--- src/gad_pkg.sv ---
//------------------------------------------------------------------------------
// gad_pkg
// shared types, constants and the cordic arctangent table
//------------------------------------------------------------------------------
`default_nettype none
package gad_pkg;

	localparam int CORDIC_STEPS = 16;
	localparam int CORDIC_ITERS = (CORDIC_STEPS < 24) ? CORDIC_STEPS : 24;
	localparam int ITER_W = $clog2(CORDIC_ITERS + 1);
	localparam int QDEPTH = 2;

	typedef enum logic [1:0] {
		OP_POSE   = 2'd0,
		OP_START  = 2'd1,
		OP_TICK   = 2'd2,
		OP_CANCEL = 2'd3
	} op_t;

	typedef enum logic [2:0] {
		ST_IDLE       = 3'd0,
		ST_OUTSIDE    = 3'd1,
		ST_CONFIRMING = 3'd2,
		ST_SUCCEEDED  = 3'd3,
		ST_CANCELED   = 3'd4,
		ST_REJECTED   = 3'd5
	} status_t;

	typedef enum logic [2:0] {
		REG_GOAL_X  = 3'd0,
		REG_GOAL_Y  = 3'd1,
		REG_GOAL_Z  = 3'd2,
		REG_GOAL_HD = 3'd3,
		REG_RADIUS  = 3'd4,
		REG_HEIGHT  = 3'd5,
		REG_HDLIM   = 3'd6,
		REG_DWELL   = 3'd7
	} reg_t;

	typedef struct packed {
		logic [1:0]         operation;
		logic signed [23:0] pos_x;
		logic signed [23:0] pos_y;
		logic signed [23:0] pos_z;
		logic signed [15:0] quat_w;
		logic signed [15:0] quat_x;
		logic signed [15:0] quat_y;
		logic signed [15:0] quat_z;
		logic [31:0]        now_ms;
	} in_word_t;

	typedef struct packed {
		logic [2:0]  status;
		logic [24:0] distance_mm;
		logic [31:0] elapsed_ms;
		logic        inside_res;
	} out_word_t;

	typedef struct packed {
		logic signed [23:0] goal_x_mm;
		logic signed [23:0] goal_y_mm;
		logic signed [23:0] goal_z_mm;
		logic [15:0]        goal_heading;
		logic [15:0]        radius_limit_mm;
		logic [15:0]        height_limit_mm;
		logic [15:0]        heading_limit;
		logic [15:0]        dwell_ms;
	} cfg_t;

	function automatic logic [31:0] atan_entry(input logic [4:0] i);
		logic [31:0] r;
		case (i)
			5'd0: r = 32'd536870912;
			5'd1: r = 32'd316933406;
			5'd2: r = 32'd167458907;
			5'd3: r = 32'd85004756;
			5'd4: r = 32'd42667331;
			5'd5: r = 32'd21354465;
			5'd6: r = 32'd10679838;
			5'd7: r = 32'd5340245;
			5'd8: r = 32'd2670163;
			5'd9: r = 32'd1335087;
			5'd10: r = 32'd667544;
			5'd11: r = 32'd333772;
			5'd12: r = 32'd166886;
			5'd13: r = 32'd83443;
			5'd14: r = 32'd41722;
			5'd15: r = 32'd20861;
			5'd16: r = 32'd10430;
			5'd17: r = 32'd5215;
			5'd18: r = 32'd2608;
			5'd19: r = 32'd1304;
			5'd20: r = 32'd652;
			5'd21: r = 32'd326;
			5'd22: r = 32'd163;
			5'd23: r = 32'd81;
			default: r = 32'd0;
		endcase
		return r;
	endfunction

endpackage
`default_nettype wire

--- src/gad_stream_if.sv ---
//------------------------------------------------------------------------------
// gad_stream_if
// valid/ready channels carrying one word
//------------------------------------------------------------------------------
`default_nettype none
interface gad_in_if import gad_pkg::*; ();
	logic     valid;
	logic     ready;
	in_word_t data;
	modport source (output valid, output data, input ready);
	modport sink (input valid, input data, output ready);
endinterface

`default_nettype wire

--- src/gad_front.sv ---
//------------------------------------------------------------------------------
// gad_front
// accepts words, computes pose yaw by iterative cordic, holds a two-entry queue
//------------------------------------------------------------------------------
`default_nettype none
module gad_front import gad_pkg::*; (
	input  wire logic     clk,
	input  wire logic     arst_n,
	gad_in_if.sink        in_ch,
	output in_word_t      q_word,
	output logic [15:0]   q_yaw,
	output logic          q_valid,
	input  wire logic     q_pop
);

	typedef enum logic [2:0] {
		F_IDLE = 3'b001,
		F_PREP = 3'b010,
		F_ITER = 3'b100
	} fstate_t;

	fstate_t            state_q;
	in_word_t           word_q;
	logic signed [35:0] s_q, c_q;
	logic [31:0]        ang_q;
	logic [ITER_W-1:0]  it_q;
	logic signed [31:0] pwz_q, pxy_q, pyy_q, pzz_q;

	in_word_t    qw_q [QDEPTH];
	logic [15:0] qy_q [QDEPTH];
	logic        qrd_q, qwr_q;
	logic [1:0]  cnt_q;

	logic        push;
	logic [15:0] push_yaw;
	logic signed [35:0] s0, c0, ds, dc;

	assign in_ch.ready = (state_q == F_IDLE) && (cnt_q < 2'(QDEPTH));

	always_comb begin
		s0 = 36'(pwz_q + pxy_q) <<< 1;
		c0 = (36'sd1 <<< 30) - (36'(pyy_q + pzz_q) <<< 1);
		ds = s_q >>> it_q;
		dc = c_q >>> it_q;
	end

	always_comb begin
		push     = 1'b0;
		push_yaw = 16'd0;
		case (state_q)
			F_IDLE: begin
				if (in_ch.valid && in_ch.ready && in_ch.data.operation != OP_POSE) begin
					push = 1'b1;
				end
			end
			F_PREP: begin
				if (s0 == 36'sd0 && c0 == 36'sd0) begin
					push = 1'b1;
				end
			end
			F_ITER: begin
				if (it_q == ITER_W'(CORDIC_ITERS)) begin
					push     = 1'b1;
					push_yaw = 16'((ang_q + 32'h8000) >> 16);
				end
			end
			default: push = 1'b0;
		endcase
	end

	always_ff @(posedge clk or negedge arst_n) begin
		if (!arst_n) begin
			state_q <= F_IDLE;
		end else begin
			case (state_q)
				F_IDLE: if (in_ch.valid && in_ch.ready && in_ch.data.operation == OP_POSE)
					state_q <= F_PREP;
				F_PREP: state_q <= (s0 == 36'sd0 && c0 == 36'sd0) ? F_IDLE : F_ITER;
				F_ITER: if (it_q == ITER_W'(CORDIC_ITERS)) state_q <= F_IDLE;
				default: state_q <= F_IDLE;
			endcase
		end
	end

	always_ff @(posedge clk) begin
		case (state_q)
			F_IDLE: begin
				word_q <= in_ch.data;
				pwz_q  <= in_ch.data.quat_w * in_ch.data.quat_z;
				pxy_q  <= in_ch.data.quat_x * in_ch.data.quat_y;
				pyy_q  <= in_ch.data.quat_y * in_ch.data.quat_y;
				pzz_q  <= in_ch.data.quat_z * in_ch.data.quat_z;
			end
			F_PREP: begin
				it_q <= '0;
				if (c0 < 0) begin
					c_q   <= -c0;
					s_q   <= -s0;
					ang_q <= 32'h8000_0000;
				end else begin
					c_q   <= c0;
					s_q   <= s0;
					ang_q <= 32'd0;
				end
			end
			F_ITER: begin
				if (it_q != ITER_W'(CORDIC_ITERS)) begin
					it_q <= it_q + 1'b1;
					if (s_q >= 0) begin
						c_q   <= c_q + ds;
						s_q   <= s_q - dc;
						ang_q <= ang_q + atan_entry(5'(it_q));
					end else begin
						c_q   <= c_q - ds;
						s_q   <= s_q + dc;
						ang_q <= ang_q - atan_entry(5'(it_q));
					end
				end
			end
			default: it_q <= it_q;
		endcase
	end

	always_ff @(posedge clk or negedge arst_n) begin
		if (!arst_n) begin
			qrd_q <= 1'b0;
			qwr_q <= 1'b0;
			cnt_q <= '0;
		end else begin
			if (push) qwr_q <= ~qwr_q;
			if (q_pop) qrd_q <= ~qrd_q;
			cnt_q <= cnt_q + 2'(push) - 2'(q_pop);
		end
	end

	always_ff @(posedge clk) begin
		if (push) begin
			qw_q[qwr_q] <= (state_q == F_IDLE) ? in_ch.data : word_q;
			qy_q[qwr_q] <= push_yaw;
		end
	end

	assign q_valid = (cnt_q != 2'd0);
	assign q_word  = qw_q[qrd_q];
	assign q_yaw   = qy_q[qrd_q];

	a_no_overflow: assert property (@(posedge clk) disable iff (!arst_n)
		cnt_q <= 2'(QDEPTH)) else $error("queue overflow");
	a_no_underflow: assert property (@(posedge clk) disable iff (!arst_n)
		q_pop |-> q_valid) else $error("queue underflow");
	a_prep_next: assert property (@(posedge clk) disable iff (!arst_n)
		state_q == F_PREP |=> state_q == F_ITER || state_q == F_IDLE)
		else $error("cordic sequence broken");

endmodule
`default_nettype wire

--- src/flat_wrapper.sv ---
// flat-port wrapper written by rule: the top's interface ports become plain ports
module gad_front_flat import gad_pkg::*;
  (clk, arst_n, q_word, q_yaw, q_valid, q_pop, in_ch_valid, in_ch_data, in_ch_ready);
  gad_in_if in_ch_i ();
  input  wire logic clk;
  input  wire logic arst_n;
  output in_word_t q_word;
  output logic [15:0] q_yaw;
  output logic q_valid;
  input  wire logic q_pop;
  input wire logic [$bits(in_ch_i.valid)-1:0] in_ch_valid;
  input wire logic [$bits(in_ch_i.data)-1:0] in_ch_data;
  output wire logic [$bits(in_ch_i.ready)-1:0] in_ch_ready;
  assign in_ch_i.valid = in_ch_valid;
  assign in_ch_i.data = in_ch_data;
  assign in_ch_ready = in_ch_i.ready;
  gad_front u_core (.clk(clk), .arst_n(arst_n), .in_ch(in_ch_i), .q_word(q_word), .q_yaw(q_yaw), .q_valid(q_valid), .q_pop(q_pop));
endmodule
--- config.mk ---
export PLATFORM = sky130hd
export DESIGN_NAME = gad_front_flat
export DESIGN_NICKNAME = d
export VERILOG_FILES = /design/src/gad_pkg.sv /design/src/gad_stream_if.sv /design/src/gad_front.sv /design/src/flat_wrapper.sv
export SDC_FILE = /design/constraint.sdc
export NUM_CORES = 2
export LEC_CHECK = 0
export ABC_AREA = 1
export BUFFER_PORTS_ARGS = -buffer_cell sky130_fd_sc_hd__buf_4
export CORE_UTILIZATION = 55
export DETAILED_ROUTE_END_ITERATION = 10
export PLACE_DENSITY = 0.77
export RECOVER_POWER = 50
export SYNTH_ARGS = -nofsm -noshare
export SYNTH_HDL_FRONTEND = slang
export SYNTH_SLANG_ARGS = --single-unit
--- constraint.sdc ---
create_clock -name clk -period 14.2 [get_ports clk]
set_input_delay 2.84 -clock clk [delete_from_list [all_inputs] [get_ports clk]]
set_output_delay 2.84 -clock clk [all_outputs]
set_load 0.1 [all_outputs]
==> impl_metrics.tcl <==
set metrics [dict create \
    status "finished, violations left" \
    violations "capacitance limit, slew limit" \
    final.setup.tns_ps 0 \
    layout-drive-gt1-share_pct 8.47 \
    grtUsageMet3_pct 4.02 \
    start_kind "register" \
    postCtsSetupBuffers 0 \
    drt_iter0_drc 6023 \
    dpl_worst_slack_ps 4640 \
    synth-seq-area-share_pct 26.3 \
    vias_per_cell 5.46 \
    hpwl_mm 182 \
    r2r_start "u_core.it_q[1]" \
    htreeDepth 3 \
    holdBufCountCts 0 \
    ant_nets 0 \
    cp.arrival_ps 11300 \
    wirelength_mm 234 \
    tritoncts "built" \
    whs_endpoint "u_core.word_q[77]" \
    fmax_ghz 0.0937 \
    synth_warnings 0 \
    synthFlopType "edfxtp_1" \
    postLayoutCoreUtil_pct 60.0 \
    worstSkewPairLatency_ps 740 \
    cts_made_buffers 92 \
    final_cell_mix "nand2_1, inv_1, fa_1" \
    fin_skew_ps 52.2 \
    worstHoldPathCells 2 \
    drt_first_pass_iters 7 \
    via_count 68029 \
    slew_viol_final 811 \
    die_x_um 396 \
    setup_ws_ps 3530 \
    clockRootBuffer "clkbuf_16" \
    port_buffers 361 \
    min_from "u_core.word_q[77]" \
    synth_edf_count 607 \
    relSlewSlack_pct -151 \
    initial_utilization_pct 55.4 \
    min_path_type "reg2reg" \
    cts.sinks 814 \
    syn-instance-count 10185 \
    antenna_found_initial 20 \
    grt_overflow 0 \
    grt_first_pass_wirelength_mm 371 \
    grt_max_degree 141 \
    final-setup-viol-count 0 \
    worstMarginPinSlew_ps 3760 \
    ios 362 \
    ys_types 74 \
    worstRegToRegCells 17 \
    die_h_um 396 \
    reg2reg_slack_ps 3530 \
    max-cap-violations 15 \
    cts_resized 0 \
    clockBufferDepth 3 \
    crit_path_end_kind "register" \
    syn_avg_cell_area_um2 8.36 \
    placementRows 144 \
    mappedNetlistArea_mm2 0.0852 \
    synth_nets 11888 \
    core_mm2 0.154 \
    period_share_pct 75.2 \
    clk_pin_slew_ps 70 \
    drt-wirelength-per-cell_um 18.8 \
    rsz0062_at_grt "no" \
    track_usage_pct 30.0 \
    hold_violations 0 \
    drc 0 \
    nNetsFinal 12029 \
    ys_ff_latch 814 \
    grt_util_met2_pct 50.2 \
    die_area_mm2 0.156 \
    grt_pass1_vias 69990 \
    layout_commonest_cell "nand2_1" \
    layout_min_cycle_time_ps 10670 \
    busiest_layer "met2" \
    critPathMaxFanout 63 \
    grt_use_met1_pct 39.1 \
    worstSetupPathType "reg2reg" \
    synthArstFlopShare_pct 0.860 \
    area_delta_synth_final_pct 8.46 \
    place.gp.congestion 1.01 \
    crit_required_ps 14830 \
]
[state kept, by name (all words and copies together), names as in the netlist, 2 cells and up, named ones only]
name / flops
u_core.c_q: 36
u_core.ang_q: 32
u_core.state_q: 3
u_core.word_q: 170
u_core.pwz_q: 32
u_core.qy_q: 32
u_core.pzz_q: 31
u_core.it_q: 5
u_core.pxy_q: 32
u_core.qw_q: 340
u_core.cnt_q: 2
u_core.s_q: 36
u_core.pyy_q: 31
[through the flow]
stage / hold slack, ps / std cells / instance area, um^2
finish: 466 / 12466 / 92400
global route: 480 / 12457 / 92400
global placement: 443 / 12276 / 89400
detailed placement: 455 / 12276 / 89400
floorplan: 434 / 10185 / 85200
CTS: 470 / 12450 / 92500
[cell type report]
type,count,area [um^2]
Antenna cell,16,40.0
Timing Repair Buffer,397,2910
Tap cell,2044,2560
Sequential cell,814,22400
Fill cell,13300,61500
Multi-Input combinational cell,6887,53400
Clock inverter,54,569
Clock buffer,120,2500
Inverter,2134,8020
[cells in the mapped netlist (all sizes together) (182+ instances only)]
| cell | instances | area (um^2) |
|---|---|---|
| nand2 | 2615 | 10000 |
| dfxtp | 200 | 4000 |
| nand3 | 275 | 1520 |
| fa | 1010 | 20200 |
| o21ai | 567 | 2850 |
| inv | 2128 | 7990 |
| xor2 | 182 | 1590 |
| clkbuf | 281 | 1050 |
| ha | 519 | 6490 |
| a21oi | 434 | 2200 |
| nor2 | 543 | 2250 |
| edfxtp | 607 | 18200 |
| mux2 | 186 | 2090 |
[routing by layer]
layer,vias to the layer above,share of wire [%]
li1,31938,-
met1,32906,41
met2,2622,48
met3,549,7.4
met4,14,4.3
met5,-,0.039
[critical path, cell delays in order (launching register included)]
cell and delay, ps:
edfxtp_1 320, clkbuf_1 1800, inv_1 1220, clkbuf_1 870, ha_1 480, nand3_1 140
nor2_1 70, clkbuf_1 420, a21oi_4 210, clkbuf_1 2040, inv_1 570, o21ai_1 1050
inv_1 480, nor2_1 190, inv_1 150, nor2_1 200, o22ai_1 90, a31oi_1 220
[worst max-delay path by stage]
stage | start | end | slack, ps | depth (start not counted)
6_report | u_core.it_q[1] | register | 3530 | 17
3_3_place_gp | in_ch_data[34] | u_core.pwz_q[31] | 4830 | 22
2_1_floorplan | u_core.pxy_q[0] | u_core.qw_q[1][0] | 2210 | 22
5_1_grt | u_core.it_q[1] | register | 2650 | 17
4_1_cts | in_ch_data[34] | u_core.pwz_q[31] | 5330 | 22
3_5_place_dp | in_ch_data[34] | u_core.pwz_q[31] | 4640 | 22
[logic make-up (layout without fill, tap and decap cells)]
| group | Yosys count | in the layout | share of synthesized area, % |
|---|---|---|---|
| compound gates | 1219 | 1219 | 7.86 |
| xor+xnor | 291 | 291 | 2.99 |
| fa+ha+maj | 1529 | 1529 | 31.4 |
| buf+inv | 2484 | 2705 | 11.1 |
| flops | 814 | 814 | 26.3 |
| mux | 222 | 222 | 2.88 |
| other cells | 0 | 16 | 0 |
| simple gates | 3626 | 3626 | 17.5 |
Power is not shown: default switching activity piles up to over one toggle a cycle in this logic, so the estimate is an artifact.
